<file path="src/rtl/maco_pkg.sv">
// package: constants, tanh table and command/status types for the crossover oscillator
package maco_pkg;

	localparam int TanhSteps = 40;
	localparam int FracBits  = 16;
	localparam int SegBits   = 13;
	localparam int SatLimit  = 5;
	localparam logic [15:0] Q15Max = 16'd32767;

	typedef struct packed {
		logic start;
		logic win_full;
		logic out_busy;
	} maco_cmd_t;

	typedef struct packed {
		logic done;
	} maco_sts_t;

	function automatic logic [15:0] tanh_tab(input logic [5:0] k);
		logic [15:0] v;
		begin
			unique case (k)
				6'd0: v = 16'd0;      6'd1: v = 16'd4075;   6'd2: v = 16'd8025;
				6'd3: v = 16'd11742;  6'd4: v = 16'd15142;  6'd5: v = 16'd18173;
				6'd6: v = 16'd20812;  6'd7: v = 16'd23065;  6'd8: v = 16'd24955;
				6'd9: v = 16'd26518;  6'd10: v = 16'd27796; 6'd11: v = 16'd28829;
				6'd12: v = 16'd29659; 6'd13: v = 16'd30321; 6'd14: v = 16'd30846;
				6'd15: v = 16'd31261; 6'd16: v = 16'd31588; 6'd17: v = 16'd31845;
				6'd18: v = 16'd32047; 6'd19: v = 16'd32205; 6'd20: v = 16'd32328;
				6'd21: v = 16'd32425; 6'd22: v = 16'd32500; 6'd23: v = 16'd32559;
				6'd24: v = 16'd32605; 6'd25: v = 16'd32641; 6'd26: v = 16'd32669;
				6'd27: v = 16'd32690; 6'd28: v = 16'd32707; 6'd29: v = 16'd32720;
				6'd30: v = 16'd32731; 6'd31: v = 16'd32739; 6'd32: v = 16'd32745;
				6'd33: v = 16'd32750; 6'd34: v = 16'd32754; 6'd35: v = 16'd32757;
				6'd36: v = 16'd32759; 6'd37: v = 16'd32761; 6'd38: v = 16'd32762;
				6'd39: v = 16'd32763; 6'd40: v = 16'd32764;
				default: v = 16'd32764;
			endcase
			return v;
		end
	endfunction

endpackage

</file>
<file path="src/rtl/maco_ctrl.sv">
// controller: input/output handshake and window fill tracking
module maco_ctrl import maco_pkg::*; #(
	parameter int LongLen = 360
) (
	input  logic      clk,
	input  logic      arst_n,
	input  logic      sample_valid,
	output logic      sample_ready,
	output logic      result_valid,
	input  logic      result_ready,
	output maco_cmd_t cmd,
	input  maco_sts_t sts
);
	localparam logic [1:0] StIdle = 2'd0;
	localparam logic [1:0] StBusy = 2'd1;
	localparam int FW = $clog2(LongLen + 1);

	logic [1:0] state_q;
	logic [FW-1:0] fill_q;
	logic out_q;

	// a new transaction may start while a result still waits; its result holds until that one leaves
	assign sample_ready = (state_q == StIdle);
	assign cmd.start    = sample_valid && sample_ready;
	assign cmd.win_full = (fill_q == FW'(LongLen));
	assign cmd.out_busy = out_q && !result_ready;
	assign result_valid = out_q;

	always_ff @(posedge clk or negedge arst_n) begin
		if (!arst_n) begin
			state_q <= StIdle;
			fill_q  <= '0;
			out_q   <= 1'b0;
		end else begin
			if (sts.done && fill_q >= FW'(LongLen - 1))
				out_q <= 1'b1;
			else if (result_ready)
				out_q <= 1'b0;
			unique case (state_q)
				StIdle: if (cmd.start)
					state_q <= StBusy;
				StBusy: if (sts.done) begin
					state_q <= StIdle;
					if (fill_q != FW'(LongLen))
						fill_q <= fill_q + 1'b1;
				end
				default: state_q <= StIdle;
			endcase
		end
	end
endmodule

</file>
<file path="config.mk">
export PLATFORM = sky130hd
export DESIGN_NAME = maco_ctrl
export DESIGN_NICKNAME = d
export VERILOG_FILES = /design/src/rtl/maco_pkg.sv /design/src/rtl/maco_ctrl.sv
export SDC_FILE = /design/constraint.sdc
export NUM_CORES = 1
export LEC_CHECK = 0
export CORE_AREA = 2 2 39 41
export DETAILED_ROUTE_END_ITERATION = 7
export DIE_AREA = 0 0 41 43
export DONT_BUFFER_PORTS = 1
export GPL_ROUTABILITY_DRIVEN = 0
export PLACE_DENSITY = 0.65
export SLEW_MARGIN = 20
export SYNTH_ARGS = -nofsm -noshare
export SYNTH_HDL_FRONTEND = slang
export SYNTH_SLANG_ARGS = --single-unit
</file>
<file path="constraint.sdc">
create_clock -name clk -period 1.8 [get_ports clk]
set_clock_uncertainty 0.15 [all_clocks]
set_input_delay 0.18 -clock clk [delete_from_list [all_inputs] [get_ports clk]]
set_output_delay 0.18 -clock clk [all_outputs]
set_load 0.01 [all_outputs]
</file>
### Yosys cells after proc, flatten, opt, wreduce, memory -nomap -nowiden

Index checks and enable logic that the tools add are counted.
Widths: inputs -> output; s select.

* output and inout bits: 5
* register bits: 12

* reduce and logical (&&, ||, !) cells: 8
* add/subtract/negate cells: 1
* muxes and demuxes: 5
* equal/unequal tests: 5
* $lt $le $gt $ge: 1

Operator list (count)
* $add 9x1->9 const B: 1
* $eq 9x9->1 const B: 1
* $ge 9x9->1 const B: 1
* $ne 9x9->1 const B: 1
* $mux 2: 2
* $pmux 2 s2: 1
* $logic_and 1x1->1: 3
* $reduce_and 3->1: 1
* $eq 2x1->1 const B: 1
* $logic_not 2->1: 1
* $mux 1: 2
* $ne 2x1->1 const B: 1
* $ne 2x2->1 const B: 1
* $reduce_and 2->1: 1
* $reduce_bool 2->1: 1
* $logic_not 1->1: 1

### Longest topological paths before layout

Gate-level depths: netlist of the first run.

* word-level depth: 4
* depth in mapped cells: 5
* gate-level depth less buffers: 5

### Least setup slack after synthesis of the first run

OpenSTA, ideal clock, no wires.

* path kind: register -> register
* from: register fill_q[0]
* to: register fill_q[1]
* stages on the path, launching flop included: 6
* period minus slack after synthesis: 1.616 ns
* data arrival time: 1.341 ns
* buffers on the path: 0
* required time: 1.525 ns
* path slack: 0.184 ns
* path through: dfrtp_1 -> inv_1 -> ha_1 -> nand4b_1 -> o311a_4 -> mux2_4

* word-level cells in the longest chain between the ends: 2
* elaborated cells between the ends (all ways): 3

RTL lines
* from (decl): line maco_ctrl.sv:19 `logic [FW-1:0] fill_q;`
* from (signal assigned): line maco_ctrl.sv:45 `fill_q <= fill_q + 1'b1;`
* parallel branches: the longest is 2 deep, another holds $add 9x1->9

Parallel ways; which one is timed is not known.
A chain may end at the register's enable or synchronous reset.

### Worst setup path after layout of the first run

Ends and elaborated chain as after synthesis.

==> results of run 1 <==
[worst paths after layout]
kind	from	endpoint	slack, ps	cells past startpoint
setup / recovery	fill_q[0]	fill_q[1]	70	5
hold / removal	result_ready	result_valid	10	2
setup reg to reg	fill_q[0]	fill_q[1]	70	5
hold reg to reg	fill_q[6]	fill_q[6]	370	1
max in group asynchronous	arst_n	state_q[0]	1000	1
min in group asynchronous	arst_n	fill_q[2]	160	1
[stage by stage]
| step | cells | setup WS [ps] | utilization | total power [uW] | hold slack (ps) |
|---|---|---|---|---|---|
| floorplan | 50 | 184.0 | - | 555.1 | -265.6 |
| detailed placement | 67 | 106.2 | 0.4295 | 606.8 | -265.3 |
| CTS | 73 | 29.34 | 0.4629 | 792.5 | 7.923 |
| finish | 73 | 71.49 | 0.4665 | 789.3 | 9.632 |
| global placement | 67 | 155.2 | 0.4295 | 604.2 | -265.4 |
| global route | 73 | 8.743 | 0.4665 | 841.0 | 3.795 |
[state kept, by name, indices dropped and copies added, names as in the netlist]
signal	count
state_q	1
fill_q	9
result_valid	1
[cells by family after synthesis]
family          synth area share
compound gates            0.1126
simple gates              0.2031
flops                     0.4856
fa+ha+maj                0.04414
buf+inv                  0.01987
mux                      0.02648
xor+xnor                  0.1082
[timing repair]
action,4_1_cts,5_1_grt
gates resized for setup,0,1
endpoints found under the setup margin,0,1
endpoints found under the hold margin,15,0
hold buffers,2,0
[cell type report]
class,instances,area (um^2)
Tap cell,16,20.02
Inverter,3,11.26
Fill cell,123,738.2
Multi-Input combinational cell,36,285.3
Sequential cell,11,275.3
Clock buffer,4,26.28
Timing Repair Buffer,3,27.53
[power by group through the flow]
stage	clock, uW	sequential (uW)	combinational, uW
floorplan	0	370	185
global placement	0	386	218
detailed placement	0	387	220
CTS	177	383	233
global route	191	393	257
finish	171	387	232
[worst reg2reg max path, stage by stage, from the launching register on]
cell	delay, ps
dfrtp_1	400
inv_1	100
ha_1	140
nand4b_1	160
o311a_4	360
mux2_4	300
[layout by cell type, fill, tap and decap left out]
cell type      synthesis  routed
a211oi_1               1       1
a21o_1                 1       1
and2_1                 2       2
and3_1                 1       1
and4_1                 1       1
buf_4                  0       1
clkbuf_1               0       1
clkbuf_4               0       3
dfrtp_1               11      11
dlygate4sd3_1          0       2
ha_1                   2       2
inv_1                  3       3
mux2_4                 1       1
nand2_1                3       3
nand3_1                2       2
nand4_1                4       4
nand4b_1               1       1
nor2b_1                2       2
nor3_2                 0       1
o211ai_1               1       1
o21ai_0                1       1
o21bai_1               2       2
o311a_4                1       1
or2_2                  1       1
or2_4                  1       1
xnor2_1                7       7
[metal layers]
metal | share of wire | track usage | up-vias
met5 | 0 | 0 | -
met4 | 0.016 | 0.08000 | 0
met3 | 0.053 | 0.04712 | 2
met2 | 0.50 | 0.1969 | 17
met1 | 0.43 | 0.1700 | 186
li1 | - | - | 194
==> impl_metrics.toml, run 1 <==
[status]
status = "complete, no violations"

[clocking]
cts_max_path_buffers = 2
root_buffer = "clkbuf_4"
post_cts_buffers = 0
numCtsBuffers = 3
clk_pin_slew_ps = 70
cts-htree-levels = 1
cts_tree = "built"
clock_sinks = 11
insertion_delay_ps = 260

[timing]
fmax_ghz = 0.5785
setup_violations = 0
hold_violations = 0
final_max_slew_viol_count = 0
fin_crit_sh = 0.9603
rsz0062_at_grt = "no"
worst_pin_slew_ps = 502.6
setup_tns_ps = 0
min_period_ps = 1729
slew_headroom = 0.6638

[placed_design]
port-buffer-count = 0
post_dp_cell_area_um2 = 594.3
dp_hpwl_um = 748.4

[floorplanning]
die_w_um = 41
num_rows = 14
ioPinCount = 10
initial_core_util = 0.4096
die_h_um = 43
core_region_area_um2 = 1384
die-area_um2 = 1763

[yosys]
netlist_instances = 50
synth-edff-count = 0
async_flop_share = 1.000
yosysMostFrequentCell = "dfrtp_1"
synth_area_leaders = "dfrtp_1 49%, xnor2_1 11%, ha_1 4.4%"
syn-num-nets = 57
avgSynthCellArea_um2 = 11.34
yosysSeqAreaShare = 0.4857
yosysWarnings = 0
ys_types = 22
synthTopCellsByCount = "11 x dfrtp_1, 7 x xnor2_1, 4 x nand4_1, 3 x inv_1, 3 x nand2_1"
synth_top_area_share = 0.4857
synthFlopType = "dfrtp_1"
netlist_area_um2 = 566.8
synth_top_cell_by_area = "dfrtp_1"
synth_seq_cells = 11

[power_and_ir_drop]
p_seq_frac = 0.490
power_density_nw_per_um2 = 1223
p_clk_frac = 0.216
swShare = 0.3488
p_int_uw = 514.0
ir_drop_v = 0.0005101
p_sw_uw = 275.3
pwr-share-comb = 0.294
p_leak_uw = 0.0002796

[routing]
wirelength_um = 1066
first_pass_iters = 4
drc = 0
avgRoutedWirePerCell_um = 14.60
drt_iter0_drc = 8
vias_per_cell = 5.466
num_vias = 399
drtAntennaViolNets = 0

[grt]
grt_max_degree = 12
antenna_found_initial = 0
grt_pass1_vias = 341
grt_remaining_overflow = 0
grt_pass1_wl_um = 1531
grt_util_all_layers = 0.1371

[critical_path]
critPathLaunchType = "flop"
crit_fanout = 4
critPathTopFamily = "flip-flops"
crit_slowest_cell = "dfrtp_1"
crit_buf_inv = 1
end_kind = "flop"
cp.arrival_ps = 1730
path_cells = "inv_1 > ha_1 > nand4b_1 > o311a_4 > mux2_4"
max_stage_delay_ps = 400
required_ps = 1800
timing_worst_setup_path_type = "reg -> reg"

[cells_and_area]
design_area_um2 = 645.6
drive_gt1_frac = 0.1579
nNetsFinal = 65
antenna_cells = 0
syn_to_final_growth_pct = 13.91

[flow_run]
cap_violations = 0

[worst_hold_path]
hold_class = "in -> reg"
Power figures use the tool's default switching activity.
==> run 2, diff against run 1 <==
--- a/config.mk
+++ b/config.mk
@@ -5,12 +5,12 @@
 export SDC_FILE = /design/constraint.sdc
 export NUM_CORES = 1
 export LEC_CHECK = 0
-export CORE_AREA = 2 2 39 41
+export CORE_MARGIN = 2
+export CORE_UTILIZATION = 33
 export DETAILED_ROUTE_END_ITERATION = 7
-export DIE_AREA = 0 0 41 43
 export DONT_BUFFER_PORTS = 1
 export GPL_ROUTABILITY_DRIVEN = 0
-export PLACE_DENSITY = 0.65
+export PLACE_DENSITY = 0.55
 export SLEW_MARGIN = 20
 export SYNTH_ARGS = -nofsm -noshare
 export SYNTH_HDL_FRONTEND = slang
==> run 2 against run 1 <==
Compared with the run above: design area rose by 6.6%; final cell count up 5.5%; worst setup slack lost 40 ps; sequential share of layout area decreased by 2.6 points; combinational power up 37%; non-clock buffer count rose by 4; utilization fell by 2.5 points; total power up 8.2%; largest cell class unchanged; largest power group unchanged; highest routed layer unchanged.
==> impl_metrics.toml, run 2 (synthesized netlist as in run 1, its figures left out) <==
[power_and_ir_drop]
ir_drop_v = 0.0005934
pwr-share-comb = 0.371
power_density_nw_per_um2 = 1241
p_leak_uw = 0.0002989
p_sw_uw = 291.4
p_int_uw = 562.4
p_seq_frac = 0.439
p_clk_frac = 0.190
swShare = 0.3413

[cells_and_area]
regArea_um2 = 275.3
multi_input_area_um2 = 297.8
largest_reg_flops = 9
regMostFlops = "fill_q"
final_common_cell = "dfrtp_1"
syn_to_final_growth_pct = 21.41
mostFrequentLayoutCells = "11 x dfrtp_1, 7 x xnor2_1, 5 x buf_4, 4 x nand4_1"
nNetsFinal = 69
fillers = 151
drive_gt1_frac = 0.2459
antenna_cells = 0

[floorplanning]
num_rows = 14
ioPinCount = 10
die_h_um = 45.45
die_w_um = 45.45
initial_core_util = 0.3636
core_region_area_um2 = 1559
die-area_um2 = 2065

[timing]
rsz0062_at_grt = "yes"
worst_pin_slew_ps = 511.7
hold_violations = 0
timing.final.ws_setup_ps = 31.01
final_max_slew_viol_count = 0
slew_headroom = 0.6577
fin_crit_sh = 0.9828
setup_tns_ps = 0
setup_violations = 0
fmax_ghz = 0.5653
min_period_ps = 1769

[critical_path]
crit_fanout = 4
critPathLaunchType = "flop"
required_ps = 1470
timing_worst_setup_path_type = "reg -> out"
end_kind = "output port"
cp.arrival_ps = 1440

[clocking]
cts_max_path_buffers = 2
cts_tree = "built"
root_buffer = "clkbuf_4"
insertion_delay_ps = 260
numCtsBuffers = 3
cts-htree-levels = 1
clock_sinks = 11
clk_pin_slew_ps = 70

[grt]
grt_pass1_wl_um = 1759
antenna_found_initial = 0
grt_remaining_overflow = 0
grt_max_degree = 12
grt_pass1_vias = 379
grt_util_all_layers = 0.1263

[flow_run]
cap_violations = 0

[placed_design]
preCtsSetupSlack_ps = 108.1
dp_hpwl_um = 728.1
port-buffer-count = 0

[worst_hold_path]
hold_class = "in -> reg"

[routing]
avgRoutedWirePerCell_um = 14.25
num_vias = 391
drt_iter0_drc = 1
first_pass_iters = 4
drc = 0
drtAntennaViolNets = 0
wirelength_um = 1097
vias_per_cell = 5.078

[status]
status = "complete, no violations"
==> run 2: cell types whose count changed in the layout (fill, tap and decap cells not counted) <==
cell | previous run | this run
inv_1 | 3 | 2
buf_4 | 1 | 5
ha_4 | 0 | 1
ha_1 | 2 | 1
inv_2 | 0 | 1
==> run 2: cell type report <==
type                    count  share of cell area
multi-input cells          36              0.4327
well taps                  16             0.02909
inverters                   3             0.01636
clock buffers               4             0.03818
flip-flops and latches     11              0.4000
repair buffers              7             0.08364
==> run 2: routing by layer <==
| metal | global-route usage | share of wire | vias to the layer above |
|---|---|---|---|
| met5 | 0 | 0 | - |
| met4 | 0.05294 | 0.012 | 0 |
| met3 | 0.06746 | 0.053 | 2 |
| met2 | 0.1690 | 0.45 | 8 |
| met1 | 0.1671 | 0.49 | 179 |
| li1 | - | - | 202 |
==> run 2: worst max-delay path: stages, from the launching register on <==
cell and delay, ps:
dfrtp_1 410, inv_2 100, ha_4 120, nand4b_1 160, nor3_2 230, buf_4 150
==> run 2: through the flow <==
step / util / power (uW) / hold WS, ps / cells / area (um^2)
floorplan: - / 555.1 / -265.6 / 50 / 566.8
global placement: 0.3860 / 624.2 / -265.4 / 68 / 601.8
detailed placement: 0.3860 / 624.1 / -265.3 / 68 / 601.8
CTS: 0.4157 / 807.4 / 9.813 / 74 / 648.1
global route: 0.4414 / 930.7 / 18.49 / 77 / 688.2
finish: 0.4414 / 853.7 / 18.00 / 77 / 688.2
==> run 2: repair_timing <==
item / in CTS / in global routing
buffers inserted: 0 / 3
hold buffers: 2 / 0
endpoints found under the setup margin: 0 / 2
hold endpoints to repair: 15 / 0
resized for setup: 0 / 4
==> run 2: final timing paths <==
check | cells after the start | to | slack (ps) | start
worst min register to register | 1 | fill_q[6] | 360 | fill_q[6]
worst min-delay path | 2 | result_valid | 20 | result_ready
max in group asynchronous | 1 | result_valid | 980 | arst_n
min in group asynchronous | 1 | fill_q[1] | 180 | arst_n
worst max register to register | 5 | fill_q[1] | 90 | fill_q[0]
worst max-delay path | 5 | cmd[1] | 30 | fill_q[0]
==> run 2: power by group through the flow <==
stage | logic [uW] | registers, uW | clock network [uW]
after floorplan | 185 | 370 | 0
after global placement | 245 | 380 | 0
after detailed placement | 245 | 379 | 0
after CTS | 258 | 375 | 174
after global routing | 356 | 388 | 186
final | 317 | 374 | 163
==> run 3, diff against run 2 <==
--- a/config.mk
+++ b/config.mk
@@ -5,8 +5,11 @@
 export SDC_FILE = /design/constraint.sdc
 export NUM_CORES = 1
 export LEC_CHECK = 0
+export ABC_AREA = 1
+export CORE_ASPECT_RATIO = 0.7
 export CORE_MARGIN = 2
 export CORE_UTILIZATION = 33
+export CTS_BUF_LIST = sky130_fd_sc_hd__clkbuf_8 sky130_fd_sc_hd__clkbuf_16
 export DETAILED_ROUTE_END_ITERATION = 7
 export DONT_BUFFER_PORTS = 1
 export GPL_ROUTABILITY_DRIVEN = 0
==> run 3 against run 2 <==
Compared with the run above: via count increased by 62%; global-route usage rose by 1.5 points; area after synthesis grew 33%; worst setup slack better by 160 ps; largest cell class unchanged; largest power group unchanged; highest routed layer unchanged.
==> impl_metrics.toml, run 3 <==
[routing]
avgRoutedWirePerCell_um = 10.45
wirelength_um = 1567
num_vias = 635
drc = 0
drt_iter0_drc = 29
drtAntennaViolNets = 0
wl_met3_um = 54
top_layer_used = "met4"
first_pass_iters = 4
vias_per_cell = 4.233
wl_met1_um = 880
dr_wl_met2_um = 610

[yosys]
netlist_area_um2 = 754.5
yosysWarnings = 0
synthTopCellsByCount = "53 x nand2_1, 14 x inv_1, 11 x dfrtp_1, 10 x nor2_1, 4 x nand3_1"
netlist_instances = 112
synth_seq_cells = 11
synth_top_area_share = 0.3648
synthFlopType = "dfrtp_1"
synth_area_leaders = "dfrtp_1 36%, nand2_1 26%, inv_1 7.0%"
ys_types = 17
yosysMostFrequentCell = "nand2_1"
avgSynthCellArea_um2 = 6.736
async_flop_share = 1.000
yosysSeqAreaShare = 0.3648
synth_top_cell_by_area = "dfrtp_1"
synth-edff-count = 0
syn-num-nets = 119

[placed_design]
preCtsSetupSlack_ps = 291.5
dp_cells = 142
dp_hpwl_um = 1135
port-buffer-count = 0

[floorplanning]
core_region_area_um2 = 2155
num_rows = 14
die_w_um = 61.15
die_h_um = 44.01
ioPinCount = 10
die-area_um2 = 2691
initial_core_util = 0.3502

[cells_and_area]
nNetsFinal = 126
syn_to_final_growth_pct = 14.43
antenna_cells = 0
fin_cells = 150
fillers = 229
largest_reg_flops = 9
final_common_cell = "nand2_1"
mostFrequentLayoutCells = "53 x nand2_1, 15 x inv_1, 11 x dfrtp_1, 10 x nor2_1"
drive_gt1_frac = 0.1017
regMostFlops = "fill_q"

[critical_path]
critPathTopFamily = "flip-flops"
timing_worst_setup_path_type = "reg -> out"
reg2reg_slack_ps = 300
path_cells = "inv_1 > ha_1 > nand4_2 > nor2_4"
end_kind = "output port"
cp.arrival_ps = 1280
crit_slowest_cell = "dfrtp_1"
crit_fanout = 5
required_ps = 1470
critPathLaunchType = "flop"
max_stage_delay_ps = 420
crit_buf_inv = 1

[clocking]
insertion_delay_ps = 240
cts_resized = 0
clock_sinks = 11
numCtsBuffers = 3
cts-htree-levels = 1
cts_max_path_buffers = 2
cts_tree = "built"
root_buffer = "clkbuf_8"
clk_pin_slew_ps = 50

[worst_hold_path]
hold_class = "in -> reg"

[power_and_ir_drop]
p_total_uw = 833.6
power_density_nw_per_um2 = 965.5
p_leak_uw = 0.0004649
ir_drop_v = 0.0005482

[timing]
whs_ps = 118.6
setup_tns_ps = 0
final_max_slew_viol_count = 0
fin_crit_sh = 0.8949
rsz0062_at_grt = "no"
slew_headroom = 0.6082
timing.final.ws_setup_ps = 189.1
fmax_ghz = 0.6208
setup_violations = 0
min_period_ps = 1611
hold_violations = 0
worst_pin_slew_ps = 585.8

[grt]
grt_max_degree = 12
antenna_found_initial = 0
grt_pass1_wl_um = 2711
grt_pass1_vias = 569
grt_remaining_overflow = 0
grt_util_all_layers = 0.1415

[status]
status = "complete, no violations"

[flow_run]
cap_violations = 0
## run 3: cell types whose count changed in the layout (fill, tap and decap cells not counted), sizes merged, moves of 3 or more
| cell | before | now |
|---|---|---|
| nand2 | 3 | 55 |
| xnor2 | 7 | 0 |
| xor2 | 0 | 3 |
| nand4 | 4 | 1 |
| buf | 5 | 0 |
| nor2 | 0 | 13 |
| inv | 3 | 17 |
## run 3: stage by stage
| stage | util | instance area [um^2] |
|---|---|---|
| final | 0.4007 | 863.3 |
| after detailed placement | 0.3612 | 778.2 |
| after CTS | 0.4007 | 863.3 |
| after global placement | 0.3612 | 778.2 |
| after floorplan | - | 754.5 |
| after global routing | 0.4007 | 863.3 |
## run 3: kinds of logic (layout without fill, tap and decap cells)
kind of cell             after synthesis  in the layout  synth area share
adder cells (fa/ha/maj)                2              2           0.03316
buffers and inverters                 18             24            0.1012
AO/OA/AOI/OAI                          4              4           0.04477
XOR/XNOR                               3              3           0.03483
flip-flops                            11             11            0.3648
AND/OR/NAND/NOR                       74             74            0.4212
## run 3: timing repair
item / 4_1_cts / 5_1_grt
hold buffers: 4 / 0
buffers inserted: 0 / 0
hold endpoints to repair: 13 / 0
## run 3: layout make-up
| type | count | area [um^2] | area share |
|---|---|---|---|
| Inverter | 16 | 60.06 | 0.06957 |
| Clock buffer | 3 | 41.29 | 0.04783 |
| Tap cell | 32 | 40.04 | 0.04638 |
| Timing Repair Buffer | 4 | 40.04 | 0.04638 |
| Multi-Input combinational cell | 83 | 402.9 | 0.4667 |
| Clock inverter | 1 | 3.754 | 0.004348 |
| Sequential cell | 11 | 275.3 | 0.3188 |
## run 3: final timing paths
check | startpoint | to | cells past startpoint
max reg2reg | fill_q[0] | fill_q[0] | 7
min in group asynchronous | arst_n | fill_q[4] | 1
min reg2reg | fill_q[1] | fill_q[1] | 2
max in group asynchronous | arst_n | fill_q[2] | 1
max | fill_q[0] | cmd[1] | 4
min | sts | fill_q[6] | 4
## run 3: layer usage
metal / vias up / track usage
li1: 344 / -
met1: 279 / 0.2131
met2: 7 / 0.1787
met3: 5 / 0.05373
met4: 0 / 0.05217
met5: - / 0
## run 3: worst min-delay path: stages
cell and delay [ps]:
nand2_1 110, nor2_4 90, nand2_1 60, nand2_1 40
## run 3: where the power goes
group          internal [uW]  total [uW]  switching [uW]
sequential               295         375            80.2
clock                    150         246            96.1
combinational           88.9         213             124
